**src/rtl/core/cdu_pkg.sv**
```systemverilog
// Shared types, constants and month tables for the calendar date unit.
package cdu_pkg;

  localparam int unsigned DAY_W = 5;
  localparam int unsigned MONTH_W = 4;
  localparam int unsigned YEAR_W = 15;
  localparam int unsigned COUNT_W = 24;
  localparam int unsigned QUOT_W = 9;
  localparam int unsigned LEAPS_W = 14;

  localparam logic [YEAR_W-1:0] MIN_YEAR_RST = 15'd1900;
  localparam logic [YEAR_W-1:0] MAX_YEAR_RST = 15'd30000;

  // Reciprocal of 100 scaled by 2^19; exact for every 15-bit year.
  localparam int unsigned RECIP100_W = 13;
  localparam logic [RECIP100_W-1:0] RECIP100 = 13'd5243;
  localparam int unsigned RECIP100_SHIFT = 19;
  localparam int unsigned PROD_W = YEAR_W + RECIP100_W;

  localparam logic [MONTH_W-1:0] JANUARY = 4'd1;
  localparam logic [MONTH_W-1:0] FEBRUARY = 4'd2;
  localparam logic [MONTH_W-1:0] DECEMBER = 4'd12;
  localparam logic [DAY_W-1:0] DEC_DAYS = 5'd31;

  typedef enum logic [1:0] {
    OP_VALIDATE = 2'd0,
    OP_NEXT     = 2'd1,
    OP_PREV     = 2'd2,
    OP_DIFF     = 2'd3
  } op_e;

  typedef enum logic {
    REG_MIN_YEAR = 1'b0,
    REG_MAX_YEAR = 1'b1
  } reg_idx_e;

  typedef struct packed {
    logic load;
    logic sel_b;
    logic div_en;
    logic chk_en;
    logic num_en;
    logic finish;
  } cdu_cmd_t;

  typedef struct packed {
    op_e op;
  } cdu_status_t;

  function automatic logic [DAY_W-1:0] month_len(input logic [MONTH_W-1:0] m, input logic leap);
    logic [DAY_W-1:0] len;
    unique case (m)
      4'd2:                   len = leap ? 5'd29 : 5'd28;
      4'd4, 4'd6, 4'd9, 4'd11: len = 5'd30;
      default:                len = 5'd31;
    endcase
    return len;
  endfunction

  function automatic logic [8:0] days_before(input logic [MONTH_W-1:0] m);
    logic [8:0] n;
    unique case (m)
      4'd2:    n = 9'd31;
      4'd3:    n = 9'd59;
      4'd4:    n = 9'd90;
      4'd5:    n = 9'd120;
      4'd6:    n = 9'd151;
      4'd7:    n = 9'd181;
      4'd8:    n = 9'd212;
      4'd9:    n = 9'd243;
      4'd10:   n = 9'd273;
      4'd11:   n = 9'd304;
      4'd12:   n = 9'd334;
      default: n = 9'd0;
    endcase
    return n;
  endfunction

endpackage

```
**src/rtl/core/calendar_date_unit.sv**
```systemverilog
// Top level of the calendar date unit: controller, datapath and configuration port.
// Validate, next and previous raise done_o after the divide, check and finish steps of the sequencer.
// Difference raises done_o after adding the number step for the first date and divide, check and number for the second.
// A new word is taken only when the sequencer is idle again; start_i is ignored while busy_o is high.
// The result is shown for one cycle on done_o and the receiver cannot stall it.
// Reset clears the sequencer and strobe and sets the year limits to 1900 and 30000.
module calendar_date_unit import cdu_pkg::*; (
  input  logic               clk_i,
  input  logic               rst_ni,
  input  logic               start_i,
  output logic               busy_o,
  input  logic [1:0]         op_i,
  input  logic [DAY_W-1:0]   day_a_i,
  input  logic [MONTH_W-1:0] month_a_i,
  input  logic [YEAR_W-1:0]  year_a_i,
  input  logic [DAY_W-1:0]   day_b_i,
  input  logic [MONTH_W-1:0] month_b_i,
  input  logic [YEAR_W-1:0]  year_b_i,
  output logic               done_o,
  output logic               valid_res_o,
  output logic [DAY_W-1:0]   day_out_o,
  output logic [MONTH_W-1:0] month_out_o,
  output logic [YEAR_W-1:0]  year_out_o,
  output logic [COUNT_W-1:0] day_count_o,
  input  logic               cfg_valid_i,
  output logic               cfg_ready_o,
  input  logic               cfg_index_i,
  input  logic [YEAR_W-1:0]  cfg_data_i
);

  cdu_cmd_t    cmd;
  cdu_status_t status;
  logic        start_acc;

  assign cfg_ready_o = 1'b1;
  assign start_acc   = start_i && !busy_o;

  cdu_ctrl u_ctrl (
    .clk_i    (clk_i),
    .rst_ni   (rst_ni),
    .start_i  (start_acc),
    .status_i (status),
    .cmd_o    (cmd),
    .busy_o   (busy_o)
  );

  cdu_datapath u_datapath (
    .clk_i       (clk_i),
    .rst_ni      (rst_ni),
    .cmd_i       (cmd),
    .status_o    (status),
    .cfg_we_i    (cfg_valid_i && cfg_ready_o),
    .cfg_index_i (cfg_index_i),
    .cfg_data_i  (cfg_data_i),
    .op_i        (op_i),
    .day_a_i     (day_a_i),
    .month_a_i   (month_a_i),
    .year_a_i    (year_a_i),
    .day_b_i     (day_b_i),
    .month_b_i   (month_b_i),
    .year_b_i    (year_b_i),
    .done_o      (done_o),
    .valid_res_o (valid_res_o),
    .day_out_o   (day_out_o),
    .month_out_o (month_out_o),
    .year_out_o  (year_out_o),
    .day_count_o (day_count_o)
  );

endmodule

```
**src/rtl/core/cdu_ctrl.sv**
```systemverilog
// Sequencing state machine for the calendar date unit.
module cdu_ctrl import cdu_pkg::*; (
  input  logic        clk_i,
  input  logic        rst_ni,
  input  logic        start_i,
  input  cdu_status_t status_i,
  output cdu_cmd_t    cmd_o,
  output logic        busy_o
);

  typedef enum logic [7:0] {
    S_IDLE   = 8'b0000_0001,
    S_DIV_A  = 8'b0000_0010,
    S_CHK_A  = 8'b0000_0100,
    S_NUM_A  = 8'b0000_1000,
    S_DIV_B  = 8'b0001_0000,
    S_CHK_B  = 8'b0010_0000,
    S_NUM_B  = 8'b0100_0000,
    S_FINISH = 8'b1000_0000
  } state_e;

  state_e state_q, state_d;

  always_comb begin
    state_d = state_q;
    cmd_o = '0;
    unique case (state_q)
      S_IDLE: begin
        cmd_o.load = start_i;
        if (start_i) begin
          state_d = S_DIV_A;
        end
      end
      S_DIV_A: begin
        cmd_o.div_en = 1'b1;
        state_d = S_CHK_A;
      end
      S_CHK_A: begin
        cmd_o.chk_en = 1'b1;
        state_d = (status_i.op == OP_DIFF) ? S_NUM_A : S_FINISH;
      end
      S_NUM_A: begin
        cmd_o.num_en = 1'b1;
        state_d = S_DIV_B;
      end
      S_DIV_B: begin
        cmd_o.sel_b = 1'b1;
        cmd_o.div_en = 1'b1;
        state_d = S_CHK_B;
      end
      S_CHK_B: begin
        cmd_o.sel_b = 1'b1;
        cmd_o.chk_en = 1'b1;
        state_d = S_NUM_B;
      end
      S_NUM_B: begin
        cmd_o.sel_b = 1'b1;
        cmd_o.num_en = 1'b1;
        state_d = S_FINISH;
      end
      S_FINISH: begin
        cmd_o.finish = 1'b1;
        state_d = S_IDLE;
      end
      default: begin
        state_d = S_IDLE;
      end
    endcase
  end

  always_ff @(posedge clk_i or negedge rst_ni) begin
    if (!rst_ni) begin
      state_q <= S_IDLE;
    end else begin
      state_q <= state_d;
    end
  end

  assign busy_o = (state_q != S_IDLE);

endmodule

```
**src/rtl/core/cdu_datapath.sv**
```systemverilog
// Datapath of the calendar date unit: year limits, leap test, day numbers and results.
module cdu_datapath import cdu_pkg::*; (
  input  logic               clk_i,
  input  logic               rst_ni,
  input  cdu_cmd_t           cmd_i,
  output cdu_status_t        status_o,
  input  logic               cfg_we_i,
  input  logic               cfg_index_i,
  input  logic [YEAR_W-1:0]  cfg_data_i,
  input  logic [1:0]         op_i,
  input  logic [DAY_W-1:0]   day_a_i,
  input  logic [MONTH_W-1:0] month_a_i,
  input  logic [YEAR_W-1:0]  year_a_i,
  input  logic [DAY_W-1:0]   day_b_i,
  input  logic [MONTH_W-1:0] month_b_i,
  input  logic [YEAR_W-1:0]  year_b_i,
  output logic               done_o,
  output logic               valid_res_o,
  output logic [DAY_W-1:0]   day_out_o,
  output logic [MONTH_W-1:0] month_out_o,
  output logic [YEAR_W-1:0]  year_out_o,
  output logic [COUNT_W-1:0] day_count_o
);

  logic [YEAR_W-1:0] min_year_q, max_year_q;

  op_e               op_q;
  logic [DAY_W-1:0]   da_q, db_q;
  logic [MONTH_W-1:0] ma_q, mb_q;
  logic [YEAR_W-1:0]  ya_q, yb_q;

  logic [QUOT_W-1:0]  quot_q;
  logic [COUNT_W-1:0] y365_q;
  logic [LEAPS_W-1:0] leaps_q;
  logic               leap_q, leap_a_q;
  logic               ok_a_q, ok_b_q;
  logic [DAY_W-1:0]   mlen_a_q;
  logic [COUNT_W-1:0] na_q, nb_q;

  logic               done_q;
  logic               valid_q;
  logic [DAY_W-1:0]   day_q;
  logic [MONTH_W-1:0] month_q;
  logic [YEAR_W-1:0]  year_q;
  logic [COUNT_W-1:0] count_q;

  logic [DAY_W-1:0]   d_sel;
  logic [MONTH_W-1:0] m_sel;
  logic [YEAR_W-1:0]  y_sel;
  logic [PROD_W-1:0]  prod;
  logic [YEAR_W-1:0]  rem;
  logic               rem_zero;
  logic               leap;
  logic [DAY_W-1:0]   mlen;
  logic               ok;
  logic [YEAR_W:0]    ysum;
  logic [QUOT_W:0]    c100;
  logic [QUOT_W:0]    c400;
  logic [LEAPS_W-1:0] leaps;
  logic [COUNT_W-1:0] dnum;

  logic               valid_d;
  logic [DAY_W-1:0]   day_d;
  logic [MONTH_W-1:0] month_d;
  logic [YEAR_W-1:0]  year_d;
  logic [COUNT_W-1:0] count_d;

  assign status_o.op = op_q;

  assign d_sel = cmd_i.sel_b ? db_q : da_q;
  assign m_sel = cmd_i.sel_b ? mb_q : ma_q;
  assign y_sel = cmd_i.sel_b ? yb_q : ya_q;

  always_ff @(posedge clk_i or negedge rst_ni) begin
    if (!rst_ni) begin
      min_year_q <= MIN_YEAR_RST;
      max_year_q <= MAX_YEAR_RST;
    end else if (cfg_we_i) begin
      unique case (reg_idx_e'(cfg_index_i))
        REG_MIN_YEAR: min_year_q <= cfg_data_i;
        REG_MAX_YEAR: max_year_q <= cfg_data_i;
        default: ;
      endcase
    end
  end

  always_ff @(posedge clk_i) begin
    if (cmd_i.load) begin
      op_q <= op_e'(op_i);
      da_q <= day_a_i;
      ma_q <= month_a_i;
      ya_q <= year_a_i;
      db_q <= day_b_i;
      mb_q <= month_b_i;
      yb_q <= year_b_i;
    end
  end

  // Year divided by 100 through the scaled reciprocal, and 365 times the year.
  assign prod = PROD_W'(y_sel) * PROD_W'(RECIP100);

  always_ff @(posedge clk_i) begin
    if (cmd_i.div_en) begin
      quot_q <= prod[RECIP100_SHIFT +: QUOT_W];
      y365_q <= COUNT_W'(y_sel) * COUNT_W'(365);
    end
  end

  // Leap test, date check and leap days before the year.
  assign rem      = y_sel - (YEAR_W'(quot_q) * YEAR_W'(100));
  assign rem_zero = (rem == '0);
  assign leap     = rem_zero ? (quot_q[1:0] == 2'b00) : (y_sel[1:0] == 2'b00);
  assign mlen     = month_len(m_sel, leap);
  assign ok       = (y_sel >= min_year_q) && (y_sel <= max_year_q) &&
                    (m_sel >= JANUARY) && (m_sel <= DECEMBER) &&
                    (d_sel != '0) && (d_sel <= mlen);
  assign ysum     = {1'b0, y_sel} + (YEAR_W+1)'(3);
  assign c100     = {1'b0, quot_q} + (QUOT_W+1)'(!rem_zero);
  assign c400     = (c100 + (QUOT_W+1)'(3)) >> 2;
  assign leaps    = ysum[YEAR_W:2] - LEAPS_W'(c100) + LEAPS_W'(c400);

  always_ff @(posedge clk_i) begin
    if (cmd_i.chk_en) begin
      leap_q  <= leap;
      leaps_q <= leaps;
      if (cmd_i.sel_b) begin
        ok_b_q <= ok;
      end else begin
        ok_a_q   <= ok;
        leap_a_q <= leap;
        mlen_a_q <= mlen;
      end
    end
  end

  assign dnum = y365_q + COUNT_W'(leaps_q) + COUNT_W'(days_before(m_sel)) +
                COUNT_W'(d_sel) - COUNT_W'(1) +
                COUNT_W'((m_sel > FEBRUARY) && leap_q);

  always_ff @(posedge clk_i) begin
    if (cmd_i.num_en) begin
      if (cmd_i.sel_b) begin
        nb_q <= dnum;
      end else begin
        na_q <= dnum;
      end
    end
  end

  always_comb begin
    valid_d = 1'b0;
    day_d   = '0;
    month_d = '0;
    year_d  = '0;
    count_d = '0;
    unique case (op_q)
      OP_VALIDATE: begin
        valid_d = ok_a_q;
      end
      OP_NEXT: begin
        if (ok_a_q) begin
          valid_d = 1'b1;
          if (da_q == mlen_a_q) begin
            day_d = DAY_W'(1);
            if (ma_q == DECEMBER) begin
              month_d = JANUARY;
              year_d  = ya_q + YEAR_W'(1);
            end else begin
              month_d = ma_q + MONTH_W'(1);
              year_d  = ya_q;
            end
          end else begin
            day_d   = da_q + DAY_W'(1);
            month_d = ma_q;
            year_d  = ya_q;
          end
        end
      end
      OP_PREV: begin
        if (ok_a_q) begin
          valid_d = 1'b1;
          if (da_q == DAY_W'(1)) begin
            if (ma_q == JANUARY) begin
              day_d   = DEC_DAYS;
              month_d = DECEMBER;
              year_d  = ya_q - YEAR_W'(1);
            end else begin
              day_d   = month_len(ma_q - MONTH_W'(1), leap_a_q);
              month_d = ma_q - MONTH_W'(1);
              year_d  = ya_q;
            end
          end else begin
            day_d   = da_q - DAY_W'(1);
            month_d = ma_q;
            year_d  = ya_q;
          end
        end
      end
      OP_DIFF: begin
        if (ok_a_q && ok_b_q) begin
          valid_d = 1'b1;
          count_d = (na_q > nb_q) ? (na_q - nb_q) : (nb_q - na_q);
        end
      end
      default: ;
    endcase
  end

  always_ff @(posedge clk_i or negedge rst_ni) begin
    if (!rst_ni) begin
      done_q <= 1'b0;
    end else begin
      done_q <= cmd_i.finish;
    end
  end

  always_ff @(posedge clk_i) begin
    if (cmd_i.finish) begin
      valid_q <= valid_d;
      day_q   <= day_d;
      month_q <= month_d;
      year_q  <= year_d;
      count_q <= count_d;
    end
  end

  assign done_o      = done_q;
  assign valid_res_o = valid_q;
  assign day_out_o   = day_q;
  assign month_out_o = month_q;
  assign year_out_o  = year_q;
  assign day_count_o = count_q;

  a_done_follows_finish: assert property (@(posedge clk_i) disable iff (!rst_ni)
    cmd_i.finish |=> done_q)
    else $error("Result strobe missing after the finish step.");

  a_done_only_after_finish: assert property (@(posedge clk_i) disable iff (!rst_ni)
    done_q |-> $past(cmd_i.finish))
    else $error("Result strobe without a finish step.");

  a_invalid_is_zero: assert property (@(posedge clk_i) disable iff (!rst_ni)
    (done_q && !valid_q) |->
      (day_q == '0 && month_q == '0 && year_q == '0 && count_q == '0))
    else $error("Invalid result carries nonzero fields.");

  a_second_date_only_diff: assert property (@(posedge clk_i) disable iff (!rst_ni)
    (cmd_i.sel_b && cmd_i.num_en) |-> (op_q == OP_DIFF))
    else $error("Second date processed for an operation other than difference.");

  a_step_month_range: assert property (@(posedge clk_i) disable iff (!rst_ni)
    (done_q && valid_q && (op_q == OP_NEXT || op_q == OP_PREV)) |->
      (month_q >= JANUARY && month_q <= DECEMBER && day_q != '0))
    else $error("Stepped date out of range.");

endmodule
```
**config.mk**
```make
export PLATFORM = sky130hd
export DESIGN_NAME = calendar_date_unit
export DESIGN_NICKNAME = d
export VERILOG_FILES = /design/src/rtl/core/cdu_pkg.sv /design/src/rtl/core/calendar_date_unit.sv /design/src/rtl/core/cdu_ctrl.sv /design/src/rtl/core/cdu_datapath.sv
export SDC_FILE = /design/constraint.sdc
export NUM_CORES = 1
export LEC_CHECK = 0
export BUFFER_PORTS_ARGS = -buffer_cell sky130_fd_sc_hd__buf_2
export CAP_MARGIN = 20
export CORE_ASPECT_RATIO = 1.2
export CORE_MARGIN = 10
export CORE_UTILIZATION = 45
export CTS_CLUSTER_SIZE = 40
export DETAILED_ROUTE_END_ITERATION = 8
export PLACE_DENSITY_LB_ADDON = 0.12
export SETUP_SLACK_MARGIN = 0.1
export SLEW_MARGIN = 20
export SYNTH_ARGS = -nofsm -noshare
export SYNTH_HDL_FRONTEND = slang
export SYNTH_SLANG_ARGS = --single-unit
```
**constraint.sdc**
```tcl
create_clock -name clk_i -period 10.1 [get_ports clk_i]
set_input_delay 0.505 -clock clk_i [delete_from_list [all_inputs] [get_ports clk_i]]
set_output_delay 0.505 -clock clk_i [all_outputs]
set_load 0.02 [all_outputs]
```
* Word-level counts from Yosys, hierarchy flattened
Memories as Yosys holds them, arrays and structs flattened.
Cells that the tools add are included.
** Word-level totals
- Memory bits (read-only) :: 144
- Memories kept :: 1
- Word-level logic and storage cells :: 155
- Register bits :: 242
** Memories
- (no name shown) :: words 16, width 9, rd ports 1, clocked after Yosys merged registers in 0, wr ports 0, line cdu_pkg.sv:62 : unique case (m)
** Operators by class
- $lt $le $gt $ge :: 7
- Add/sub/neg operators :: 19
- Bitwise logic cells :: 2
- Muxes and demuxes :: 41
- $mul :: 3
- Equal/unequal tests :: 27
- Reductions and logical operators :: 29
** Operators by type and width (count)
- $mux 15 :: 7
- $pmux 8 s7 :: 1
- $sub 24x24->24 :: 2
- $mux 5 :: 6
- $pmux 15 s2 :: 1
- $pmux 5 s2 :: 3
- $mul 15x13->28 const B :: 1
- $mux 4 :: 7
- $add 24x1->24 :: 1
- $add 24x14->24 :: 1
- $add 24x5->24 :: 1
- $add 24x9->24 :: 1
- $gt 24x24->1 :: 1
- $mul 15x9->24 const B :: 1
- $mux 24 :: 1
- $sub 24x1->24 const B :: 1
- $eq 4x4->1 const B :: 5
- $add 15x2->16 const B :: 1
- $eq 4x3->1 const B :: 4
- $mux 8 :: 2
- $add 15x1->15 const B :: 1
- $ge 15x15->1 :: 1
- $le 15x15->1 :: 1
- $logic_not 15->1 :: 1
- 43 further kinds :: 76

* Depth between registers and ports, before layout
Gate-level depths: netlist (run 1).
- Depth in word-level cells :: 11
- Depth in mapped cells :: 35
- Mapped depth without buffers :: 35

* Modules after synthesis
A second synthesis (run 1) with hierarchy kept.
** Unflattened totals
- Cell total of the unflattened synthesis :: 2273
- Area, all modules :: 23174.7 µm²
** By module, submodules not included
- cdu_datapath :: cells each 2230, instances 1, sequential area each 6799.0 µm², area an instance 22694.3 µm²
- cdu_ctrl :: cells each 40, instances 1, sequential area each 201.4 µm², area an instance 455.4 µm²
- calendar_date_unit :: cells each 3, instances 1, sequential area each 0.0 µm², area an instance 25.0 µm²

* Worst setup path after synthesis (run 1)
No wires, ideal clock.
- Path type :: register to register
- From :: register u_ctrl.state_q[4]
- To :: register u_datapath.leaps_q[13] (data pin)
- Cell stages (with the launch flop) :: 32
- Arrival :: 7497 ps
- Data required time :: 9839 ps
- Library setup time :: 261 ps
- Path slack :: 2342 ps
- Buffers on the path :: 2
- Period minus slack after synthesis :: 7758 ps
- Cell sequence :: dfrtp_1 xor2_1 o2111ai_2 clkbuf_1 clkbuf_1 mux2i_1 inv_1 ha_1 or3_1 o211ai_1 nand3_1 o211ai_1 nor3b_1 o211ai_1 ha_1 ha_1 nand2_1 xor2_1 nor4_1 nand2_1 nor2_1 nand2_1 nor2_1 xor2_1 fa_1 inv_1 ha_1 and3_1 a211oi_1 a211o_1 o21ai_0 xnor2_1
** Between the ends
- Word-level cells in the longest chain between the ends :: 10
- Elaborated cells on any way between the ends :: 14
- Classes of those cells :: add/sub (6); eq/ne (3); mux (2); reduce/logical (3)
** Ends and longest elaborated chain
- start, declared :: line cdu_ctrl.sv:22 : state_e state_q, state_d;
- start signal, assigned :: line cdu_ctrl.sv:75 : state_q <= state_d;
- $eq 8x5->1, or another cell as far along :: line cdu_ctrl.sv:27 : unique case (state_q)
- $reduce_or 3->1 (no line) (*)
- $mux 1 (*) :: line cdu_ctrl.sv:27
- $mux 15 (*) :: line cdu_datapath.sv:72 : assign y_sel = cmd_i.sel_b ? yb_q : ya_q;
- $sub 15x15->15 :: line cdu_datapath.sv:110 : assign rem = y_sel - (YEAR_W'(quot_q) * YEAR_W'(100));
- $logic_not 15->1 :: line cdu_datapath.sv:111 : assign rem_zero = (rem == '0);
- $logic_not 1->1 :: line cdu_datapath.sv:118 : assign c100 = {1'b0, quot_q} + (QUOT_W+1)'(!rem_zero);
- $add 9x1->10 :: line cdu_datapath.sv:118
- $sub 14x10->14 / $add 10x2->10 (equally long branches) :: line cdu_datapath.sv:120, cdu_datapath.sv:119
- $add 14x8->14 (*) :: line cdu_datapath.sv:120 : assign leaps = ysum[YEAR_W:2] - LEAPS_W'(c100) + LEAPS_W'(c400);
- via u_datapath.leaps[13] :: line cdu_datapath.sv:59 : logic [LEAPS_W-1:0] leaps;
- end signal, assigned :: line cdu_datapath.sv:125 : leaps_q <= leaps;
- end, declared :: line cdu_datapath.sv:34 : logic [LEAPS_W-1:0] leaps_q;
Mark *: on every way through the listed nets, which the timed path passes. The rest lies on a longest branch.
A chain may end at the register's enable or synchronous reset.

* Worst setup path after layout (run 1)
- From :: register u_datapath.quot_q[2]
- To :: register u_datapath.leaps_q[13] (data pin)
** Between the ends
- Word-level cells in the longest chain between the ends :: 7
- Elaborated cells on any way between the ends :: 8
- Classes of those cells :: add/sub (5); mul (1); reduce/logical (2)
** Ends and longest elaborated chain
- start, declared :: line cdu_datapath.sv:32 : logic [QUOT_W-1:0] quot_q;
- start signal, assigned :: line cdu_datapath.sv:104 : quot_q <= prod[RECIP100_SHIFT +: QUOT_W];
- $mul 9x5->13 :: line cdu_datapath.sv:110
- $sub 15x15->15 :: line cdu_datapath.sv:110
- $logic_not 15->1 :: line cdu_datapath.sv:111
- $logic_not 1->1 :: line cdu_datapath.sv:118
- $add 9x1->10 (*) :: line cdu_datapath.sv:118
- $sub 14x10->14 / $add 10x2->10 (equally long branches) :: line cdu_datapath.sv:120, cdu_datapath.sv:119
- $add 14x8->14 (*) :: line cdu_datapath.sv:120
- via u_datapath.leaps[13] :: line cdu_datapath.sv:59
Marked as above.

==> results.sh, run 1 <==
export IMPL_antenna_cells=0
export IMPL_worstSetupPathType="reg -> reg"
export IMPL_ys_ff_latch=239
export IMPL_met1_usage=0.2301
export IMPL_grt_pass1_vias=17042
export IMPL_timing_slew_headroom=0.2777
export IMPL_first_pass_iters=7
export IMPL_finClkSkew_ns=0.02886
export IMPL_synthArstFlopShare=0.1632
export IMPL_htree_levels=1
export IMPL_wl_per_cell_um=19.27
export IMPL_die_x_um=227.1
export IMPL_drive_above_1_share=0.1005
export IMPL_period_share=0.8095
export IMPL_critical_path_arrival_ns=8.49
export IMPL_synth_area_mm2=0.02317
export IMPL_area_sequential_mm2=0.007000
export IMPL_busiest_layer="met2"
export IMPL_grt_usage=0.1922
export IMPL_hold_viol_final=0
export IMPL_dieArea_mm2=0.06100
export IMPL_status="finished clean"
export IMPL_cts_sinks=239
export IMPL_vias=16776
export IMPL_layout_commonest_cell="ha_1"
export IMPL_cp_max_fo=5
export IMPL_syn2layout_area_growth_pct=9.872
export IMPL_final_setup_tns_ns=0
export IMPL_dpl_hpwl_mm=48.66
export IMPL_yosysWarnings=0
export IMPL_rows=91
export IMPL_cts_hold_buf=0
export IMPL_grt_pass1_wl_mm=92.83
export IMPL_critPathSlowestCell="fa_1"
export IMPL_fin_ws_ns=1.924
export IMPL_fin_crit_ns=8.176
export IMPL_fin_cells=3079
export IMPL_worstReg2RegStart="u_datapath.quot_q[2]$_DFFE_PP_"
export IMPL_core_area_mm2=0.05124
export IMPL_cts_root_buf="clkbuf_16"
export IMPL_setup_viol=0
export IMPL_cts_tree="done"
export IMPL_dpl_cell_count=3026
export IMPL_tightest_slew_ns=1.083
export IMPL_synth_edf_count=200
export IMPL_slew_violations=0
export IMPL_met3_usage=0.01523
export IMPL_ant_nets=0
export IMPL_drt_iter0_drc=883
export IMPL_synth_net_count=2883
export IMPL_worstPathRequired_ns=10.41
export IMPL_antenna_found_initial=0
export IMPL_start_util=0.4522
export IMPL_cts_buffers=28
export IMPL_holdCritPathClass="in -> async"
export IMPL_io_pins=122
export IMPL_place_ws_ns=1.922
export IMPL_grt_start_max_net_pins=40
export IMPL_gp_congestion=0.9154
export IMPL_ys_types=80
export IMPL_slowest_delay_ns=0.50
export IMPL_clock_path_buffers=3
export IMPL_end_kind="register"
export IMPL_final_core_util=0.4968
export IMPL_cts_clk_slew_worst_paths_ns=0.06
export IMPL_critPathLaunchType="register"
export IMPL_path_common_cell="ha_1"
export IMPL_final_cell_mix="ha_1, inv_1, edfxtp_1"
export IMPL_syn_area_per_cell_um2=10.10
export IMPL_grt_setup_unrepaired="false"
export IMPL_dieHeight_um=268.6
export IMPL_max_freq_ghz=0.1223
export IMPL_timing_max_cap_violations=0
export IMPL_drcViolationCount=0
export IMPL_nets=2996
export IMPL_viasPerCell=5.449
export IMPL_synth_flop_cell="edfxtp_1"
export IMPL_yosysSeqAreaShare=0.3022
export IMPL_startpoint="u_datapath.quot_q[2]$_DFFE_PP_"
export IMPL_clock_latency_ns=0.59
export IMPL_met2_usage=0.3582
export IMPL_synth_cells=2293
export IMPL_multi_input_comb_area_mm2=0.01464
export IMPL_n_fill_cell=4728
export IMPL_cts_setup_buffers=0
export IMPL_cts_repair_resized=0
export IMPL_grt_overflow=0
export IMPL_port_buffers=120
export IMPL_wl_mm=59.34
==> worst max-delay path: cells and delay by family (launching register included) <==
kind,cells,cell delay [ns]
buffers and inverters,1,0.04
adders and majority gates,8,2.84
and+or+nand+nor,12,2.11
xor gates and xnor gates,5,0.73
DFF,1,0.49
AOI/OAI and AO/OA,7,1.72
==> synth_stat cells (25+ instances only) <==
cell / count / share of area
nand3_1: 44 / 0.0095
xor2_1: 45 / 0.017
a21oi_1: 123 / 0.027
xnor2_1: 83 / 0.031
ha_1: 377 / 0.20
inv_1: 358 / 0.058
mux2i_1: 40 / 0.017
nand2_1: 115 / 0.019
a211oi_1: 25 / 0.0081
o21ai_0: 109 / 0.024
nor2_1: 132 / 0.021
a21o_1: 33 / 0.011
nor3_1: 41 / 0.0089
fa_1: 143 / 0.12
edfxtp_1: 200 / 0.26
clkbuf_1: 45 / 0.0073
==> worst paths after layout <==
kind	end	slack [ns]	cells past startpoint
setup / recovery	u_datapath.leaps_q[13]$_DFFE_PN_	1.92	33
hold / removal	u_ctrl.state_q[3]$_DFFE_PN0P_	0.07	1
setup reg to reg	u_datapath.leaps_q[13]$_DFFE_PN_	1.92	33
hold reg to reg	u_datapath.max_year_q[9]$_DFFE_PN0P_	0.50	1
max in group asynchronous	u_datapath.min_year_q[11]$_DFFE_PN0P_	9.43	1
min in group clk_i	u_datapath.db_q[4]$_DFFE_PP_	0.09	1
==> stage by stage <==
| step | hold slack (ns) | cell area, µm² |
|---|---|---|
| floorplan | 0.2094 | 23170 |
| global placement | 0.4897 | 24510 |
| detailed placement | 0.4934 | 24510 |
| CTS | 0.06545 | 25450 |
| global route | 0.07618 | 25450 |
| finish | 0.06685 | 25450 |
==> cell type report <==
type                            instances  share of cell area
Clock buffer                           34             0.03003
Clock inverter                         18            0.006882
Inverter                              358             0.05279
Multi-Input combinational cell       1643              0.5751
Sequential cell                       239              0.2750
Tap cell                              651             0.03200
Timing Repair Buffer                  136             0.02821
==> metal layers <==
| metal | part of all wire | vias up |
|---|---|---|
| met5 | 0 | - |
| met4 | 0.029 | 0 |
| met3 | 0.034 | 73 |
| met2 | 0.53 | 326 |
| met1 | 0.41 | 8170 |
| li1 | - | 8207 |
==> logic make-up (layout without fill, tap and decap cells) <==
| group | Yosys count | after routing | share of synthesized area |
|---|---|---|---|
| other | 1 | 1 | 0.0001619 |
| XOR/XNOR | 128 | 128 | 0.04839 |
| multiplexers | 60 | 60 | 0.02700 |
| adder cells (fa/ha/maj) | 520 | 520 | 0.3272 |
| AND/OR/NAND/NOR | 499 | 499 | 0.1081 |
| buffers and inverters | 411 | 546 | 0.06767 |
| flip-flops | 239 | 239 | 0.3022 |
| AO/OA/AOI/OAI | 435 | 435 | 0.1193 |
==> registers in the layout, indices dropped and copies added, names as in the netlist, 8 cells and up <==
register / cells
u_datapath.na_q: 24
u_datapath.ya_q: 15
u_datapath.quot_q: 9
u_datapath.min_year_q: 15
u_datapath.nb_q: 24
u_datapath.year_out_o: 15
u_ctrl.state_q: 8
u_datapath.leaps_q: 14
u_datapath.y365_q: 24
u_datapath.day_count_o: 24
u_datapath.max_year_q: 15
u_datapath.yb_q: 15
Power of run 1 is not shown: default switching activity piles up to over one toggle a cycle in this logic, so the estimate is an artifact.
==> run 2, diff against run 1 <==
==> constraint.sdc (replaced) <==
create_clock -name clk_i -period 6.7 [get_ports clk_i]
set_input_delay 0.335 -clock clk_i [delete_from_list [all_inputs] [get_ports clk_i]]
set_output_delay 0.335 -clock clk_i [all_outputs]
set_load 0.02 [all_outputs]
==> run 2 against run 1 <==
  * The flow now finishes with violations (negative setup slack)
  * Wire length rose by 1.2%
  * Register-to-register slack got worse by 2.3 ns
  * Non-clock buffer count is 229 higher
  * Worst hold slack worse by 0.034 ns
  * First-iteration DRC count rose by 9.4%
  * Flip-flop and latch count did not move
  * Die area unchanged
  * Fmax rose by 16%
  * Design area grew 9.6%
  * Critical path type unchanged
  * Critical path depth down 1
  * Highest routed layer unchanged
  * Count of clock-buffer cells in the layout shrank 7
  * Core utilization up 4.8 points
==> results.sh, run 2 (synthesized netlist as in run 1, its figures left out) <==
export IMPL_crit_family="adder cells"
export IMPL_slowest_delay_ns=0.59
export IMPL_critPathSlowestCell="fa_1"
export IMPL_period_share=1.055
export IMPL_fin_ws_ns=-0.3716
export IMPL_timing_slew_headroom=0.1852
export IMPL_cts_buffers=27
export IMPL_grt_usage=0.1969
export IMPL_path_common_cell="ha_1"
export IMPL_cp_num_buf_inv=1
export IMPL_viasPerCell=5.306
export IMPL_gp_congestion=0.9184
export IMPL_status="complete, but fails checks"
export IMPL_critPathLaunchType="register"
export IMPL_rows=91
export IMPL_htree_levels=1
export IMPL_drt_iter0_drc=966
export IMPL_ant_nets=0
export IMPL_violations="negative setup slack"
export IMPL_antenna_found_initial=1
export IMPL_first_pass_iters=5
export IMPL_drcViolationCount=0
export IMPL_drive_above_1_share=0.1821
export IMPL_setup_viol=8
export IMPL_cts_root_buf="clkbuf_16"
export IMPL_tightest_slew_ns=1.205
export IMPL_grt_start_max_net_pins=52
export IMPL_cp_max_fo=5
export IMPL_dpl_hpwl_mm=49.10
export IMPL_place_ws_ns=-0.4829
export IMPL_port_buffers=120
export IMPL_timing_max_cap_violations=0
export IMPL_wl_mm=60.07
export IMPL_end_kind="register"
export IMPL_grt_overflow=0
export IMPL_dieArea_mm2=0.06100
export IMPL_grt_pass1_vias=18156
export IMPL_max_freq_ghz=0.1414
export IMPL_syn2layout_area_growth_pct=20.38
export IMPL_dieHeight_um=268.6
export IMPL_die_x_um=227.1
export IMPL_wl_per_cell_um=18.18
export IMPL_grt_pass1_wl_mm=96.07
export IMPL_hold_viol_final=0
export IMPL_finClkSkew_ns=0.02157
export IMPL_clock_path_buffers=3
export IMPL_slew_violations=0
export IMPL_layout_commonest_cell="ha_1"
export IMPL_cts_clk_slew_worst_paths_ns=0.06
export IMPL_cts_sinks=239
export IMPL_clock_latency_ns=0.58
export IMPL_holdCritPathClass="in -> reg"
export IMPL_nets=3224
export IMPL_fin_crit_ns=7.072
export IMPL_vias=17536
export IMPL_critical_path_arrival_ns=7.39
export IMPL_io_pins=122
export IMPL_worstPathRequired_ns=7.02
export IMPL_worstSetupPathType="reg -> reg"
export IMPL_grt_setup_unrepaired="true"
export IMPL_final_cell_mix="ha_1, inv_1, edfxtp_1"
export IMPL_core_area_mm2=0.05124
export IMPL_start_util=0.4522
export IMPL_cts_tree="done"
-- run 2: metrics by stage --
step                  util   TNS, ns  std cells  hold slack (ns)  cell area, µm²
finish              0.5443    -1.862       3305          0.03248           27890
global placement    0.5043    -1.198       3174           0.4859           25840
detailed placement  0.5043    -2.395       3174           0.4934           25840
floorplan                -  -0.09275       2293          0.03941           23400
CTS                 0.5375    -1.592       3293         0.001033           27540
global route        0.5443    -4.825       3304          0.04948           27890
-- run 2: layer usage --
layer | track usage | vias up | share of wire
li1 | - | 8663 | -
met1 | 0.2343 | 8506 | 0.41
met2 | 0.3672 | 285 | 0.53
met3 | 0.01447 | 82 | 0.025
met4 | 0.06455 | 0 | 0.030
met5 | 0 | - | 0
-- run 2: repair_timing --
item | 4_1_cts | 5_1_grt
resized for setup | 21 | 55
pin swaps | 12 | 21
cloned | 0 | 0
setup endpoints to repair | 13 | 25
hold endpoints to repair | 94 | 0
hold buffers | 62 | 0
setup buffers | 9 | 11
-- run 2: cell type report --
cell class / instances / area, µm²
Timing Repair Buffer: 365 / 2654
Multi-Input combinational cell: 1643 / 15140
Sequential cell: 239 / 7000
Antenna cell: 1 / 2.502
Fill cell: 4553 / 23350
Tap cell: 651 / 814.5
Clock inverter: 21 / 255.2
Clock buffer: 27 / 675.6
Inverter: 358 / 1344
-- run 2: path summary, 6_finish.rpt --
check / depth (start not counted) / slack, ns / from / end
hold reg to reg: 1 / 0.50 / u_datapath.max_year_q[1]$_DFFE_PN0P_ / u_datapath.max_year_q[1]$_DFFE_PN0P_
min in group asynchronous: 2 / 0.48 / rst_ni / u_datapath.done_o$_DFF_PN0_
hold / removal: 3 / 0.03 / cfg_data_i[3] / u_datapath.min_year_q[3]$_DFFE_PN1P_
max in group asynchronous: 2 / 5.57 / rst_ni / u_datapath.min_year_q[0]$_DFFE_PN0P_
setup / recovery: 32 / -0.37 / u_datapath.quot_q[2]$_DFFE_PP_ / u_datapath.leaps_q[13]$_DFFE_PN_
setup reg to reg: 32 / -0.37 / u_datapath.quot_q[2]$_DFFE_PP_ / u_datapath.leaps_q[13]$_DFFE_PN_
-- run 2: worst reg2reg max path, delay by kind of cell, from the launching register on --
family,cells,cell delay (ns)
adder cells (fa/ha/maj),9,3.00
AO/OA/AOI/OAI,10,1.68
AND/OR/NAND/NOR,10,1.37
flip-flops,1,0.46
XOR/XNOR,2,0.26
buffers and inverters,1,0.07
Power of run 2 is left out for the same reason.
==> run 3, diff against run 2 <==
--- a/config.mk
+++ b/config.mk
@@ -5,6 +5,7 @@
 export SDC_FILE = /design/constraint.sdc
 export NUM_CORES = 1
 export LEC_CHECK = 0
+export ABC_AREA = 1
 export BUFFER_PORTS_ARGS = -buffer_cell sky130_fd_sc_hd__buf_2
 export CAP_MARGIN = 20
 export CORE_ASPECT_RATIO = 1.2
==> run 3 against run 2 <==
  * The flow still finishes with violations (negative setup slack)
  * Fmax up 1.9%
  * Die area grew 7.0%
  * First-iteration DRC count decreased by 7.0%
  * Flip-flop and latch count did not move
  * Critical path depth up 8
  * Non-clock buffer count shrank 18
  * Wire length up 12%
  * Design area grew 5.9%
  * Worst setup slack gained 0.13 ns
  * Cell count increased by 20%
==> results.sh, run 3 <==
export IMPL_status="complete, but fails checks"
export IMPL_violations="negative setup slack"
export IMPL_rows=94
export IMPL_core_area_mm2=0.05481
export IMPL_fin_ws_ns=-0.2409
export IMPL_clock_path_buffers=3
export IMPL_critical_path_arrival_ns=7.27
export IMPL_grt_pass1_wl_mm=108.5
export IMPL_wl_mm=67.54
export IMPL_syn2layout_area_growth_pct=18.45
export IMPL_placed_cell_area_mm2=0.02720
export IMPL_fin_area_mm2=0.02954
export IMPL_syn_area_per_cell_um2=8.615
export IMPL_dpl_cell_count=3811
export IMPL_r2r_cells=40
export IMPL_yosys_top_cells_area="edfxtp_1, ha_1, fa_1"
export IMPL_rrSetupSlack_ns=-0.24
export IMPL_ant_nets=0
export IMPL_cp_num_buf_inv=5
export IMPL_gp_congestion=0.9333
export IMPL_port_buffers=120
export IMPL_final_setup_tns_ns=-1.076
export IMPL_antenna_cells=0
export IMPL_wl_per_cell_um=17.01
export IMPL_finClkSkew_ns=0.01520
export IMPL_period_share=1.036
export IMPL_worstSetupPathType="reg -> reg"
export IMPL_max_freq_ghz=0.1441
export IMPL_start_util=0.4551
export IMPL_yosysSeqAreaShare=0.2807
export IMPL_clock_latency_ns=0.58
export IMPL_hold_end="u_datapath.min_year_q[0]$_DFFE_PN0P_"
export IMPL_cp_max_fo=5
export IMPL_nets=3818
export IMPL_slowest_delay_ns=0.52
export IMPL_synth_cells=2895
export IMPL_dieArea_mm2=0.06528
export IMPL_hp_start="cfg_data_i[0]"
export IMPL_synth_top_cell_by_area="edfxtp_1"
export IMPL_timing_max_cap_violations=0
export IMPL_setup_viol=9
export IMPL_antenna_found_initial=1
export IMPL_grt_overflow=0
export IMPL_synth_flop_cell="edfxtp_1"
export IMPL_cts_buffers=28
export IMPL_n_fill_cell=5187
export IMPL_layout_commonest_cell="inv_1"
export IMPL_final_cell_mix="inv_1, nand2_1, ha_1"
export IMPL_synth_edf_count=200
export IMPL_synthTopCellsByCount="inv_1, nand2_1, ha_1"
export IMPL_slew_violations=0
export IMPL_critPathSlowestCell="fa_1"
export IMPL_cts_root_buf="clkbuf_16"
export IMPL_dieHeight_um=277.9
export IMPL_htree_levels=1
export IMPL_holdCritPathClass="in -> reg"
export IMPL_synthArstFlopShare=0.1632
export IMPL_post_synth_top_count_cell="inv_1"
export IMPL_fin_crit_ns=6.941
export IMPL_timing_rr_end="u_datapath.leaps_q[12]$_DFFE_PN_"
export IMPL_worstReg2RegStart="u_datapath.quot_q[1]$_DFFE_PP_"
export IMPL_grt_start_max_net_pins=51
export IMPL_worstPathRequired_ns=7.02
export IMPL_synth_area_mm2=0.02494
export IMPL_tightest_slew_ns=0.9199
export IMPL_dpl_hpwl_mm=56.04
export IMPL_drive_above_1_share=0.1732
export IMPL_cts_tree="done"
export IMPL_cts_sinks=239
export IMPL_end_kind="register"
export IMPL_first_pass_iters=7
export IMPL_cts_clk_slew_worst_paths_ns=0.07
export IMPL_path_common_cell="ha_4"
export IMPL_grt_pass1_vias=20860
export IMPL_min_path_cells=3
export IMPL_grt_setup_unrepaired="true"
export IMPL_timing_slew_headroom=0.3861
export IMPL_io_pins=122
export IMPL_synth_net_count=3485
export IMPL_ys_ff_latch=239
export IMPL_critPathLaunchType="register"
export IMPL_viasPerCell=5.072
export IMPL_synth_top_area_frac=0.2408
export IMPL_crit_family="adder cells"
export IMPL_ys_types=65
export IMPL_drt_iter0_drc=898
export IMPL_hold_slack_ns=0.02786
export IMPL_die_x_um=234.9
export IMPL_grt_usage=0.2027
export IMPL_hold_viol_final=0
export IMPL_vias=20135
export IMPL_fin_cells=3970
export IMPL_drcViolationCount=0
export IMPL_yosysWarnings=0
[run 3: cell types whose count changed in the layout (fill, tap and decap cells not counted), sizes merged, moves of 22 or more]
cell / before / now
xor2: 45 / 97
nand3: 45 / 109
nand2: 115 / 540
inv: 359 / 557
nor2: 132 / 179
a21oi: 123 / 207
a211oi: 26 / 4
and3: 23 / 0
mux2i: 40 / 0
xnor2: 83 / 39
o21ai: 109 / 176
[run 3: worst register-to-register path, delay by kind of cell (launching register included)]
kind,cells,cell delay (ns)
fa+ha+maj,9,2.56
simple gates,15,1.98
compound gates,7,0.74
flops,1,0.47
buf+inv,5,0.47
xor+xnor,4,0.46
[run 3: final cells by class]
| class | count | area, µm² | share of cell area |
|---|---|---|---|
| Inverter | 555 | 2086 | 0.07060 |
| Tap cell | 720 | 900.9 | 0.03049 |
| Multi-Input combinational cell | 2057 | 16120 | 0.5457 |
| Clock buffer | 29 | 704.4 | 0.02384 |
| Timing Repair Buffer | 347 | 2485 | 0.08411 |
| Clock inverter | 23 | 244.0 | 0.008259 |
| Sequential cell | 239 | 7000 | 0.2370 |
[run 3: timing repair]
item | in CTS | in global routing
endpoints found under the hold margin | 96 | 0
resized for setup | 52 | 58
hold buffers | 65 | 0
setup endpoints to repair | 11 | 16
pin swaps | 36 | 31
setup buffers | 31 | 13
[run 3: metal layers]
metal  share of wire  wire [µm]  GRT usage  up-vias
met5         0.00019         13          0        -
met2            0.51      34780     0.3751      335
li1                -          -          -    10129
met3           0.029       1991    0.01918      121
met4           0.036       2403    0.06905        2
met1            0.42      28360     0.2398     9548
[run 3: logic make-up (layout without fill, tap and decap cells)]
kind of cell | Yosys count | after routing | share of synthesized area
AOI/OAI and AO/OA | 459 | 459 | 0.1039
other | 1 | 1 | 0.0001504
xor gates and xnor gates | 136 | 136 | 0.04806
and+or+nand+nor | 941 | 941 | 0.1684
buffers and inverters | 599 | 954 | 0.09486
adders and majority gates | 520 | 520 | 0.3039
DFF | 239 | 239 | 0.2807
[run 3: how the worst max path moves through the flow]
stage	from	to	slack (ns)	depth (start not counted)
after floorplan	u_datapath.quot_q[3]$_DFFE_PP_	u_datapath.leaps_q[9]$_DFFE_PN_	0.11	38
after global placement	u_datapath.quot_q[3]$_DFFE_PP_	u_datapath.leaps_q[9]$_DFFE_PN_	-0.39	41
after detailed placement	u_datapath.quot_q[2]$_DFFE_PP_	u_datapath.leaps_q[12]$_DFFE_PN_	-0.47	38
after CTS	u_datapath.quot_q[1]$_DFFE_PP_	u_datapath.ok_a_q$_DFFE_PP_	-0.20	44
after global routing	u_datapath.quot_q[1]$_DFFE_PP_	u_datapath.leaps_q[12]$_DFFE_PN_	-0.67	40
final	u_datapath.quot_q[1]$_DFFE_PP_	u_datapath.leaps_q[12]$_DFFE_PN_	-0.24	40
[run 3: stage by stage]
step                  util  setup WS, ns
global route        0.5390       -0.6703
CTS                 0.5331       -0.1965
floorplan                -        0.1133
finish              0.5390       -0.2409
detailed placement  0.4964       -0.4693
global placement    0.4964       -0.3865
Power of run 3 is left out for the same reason.
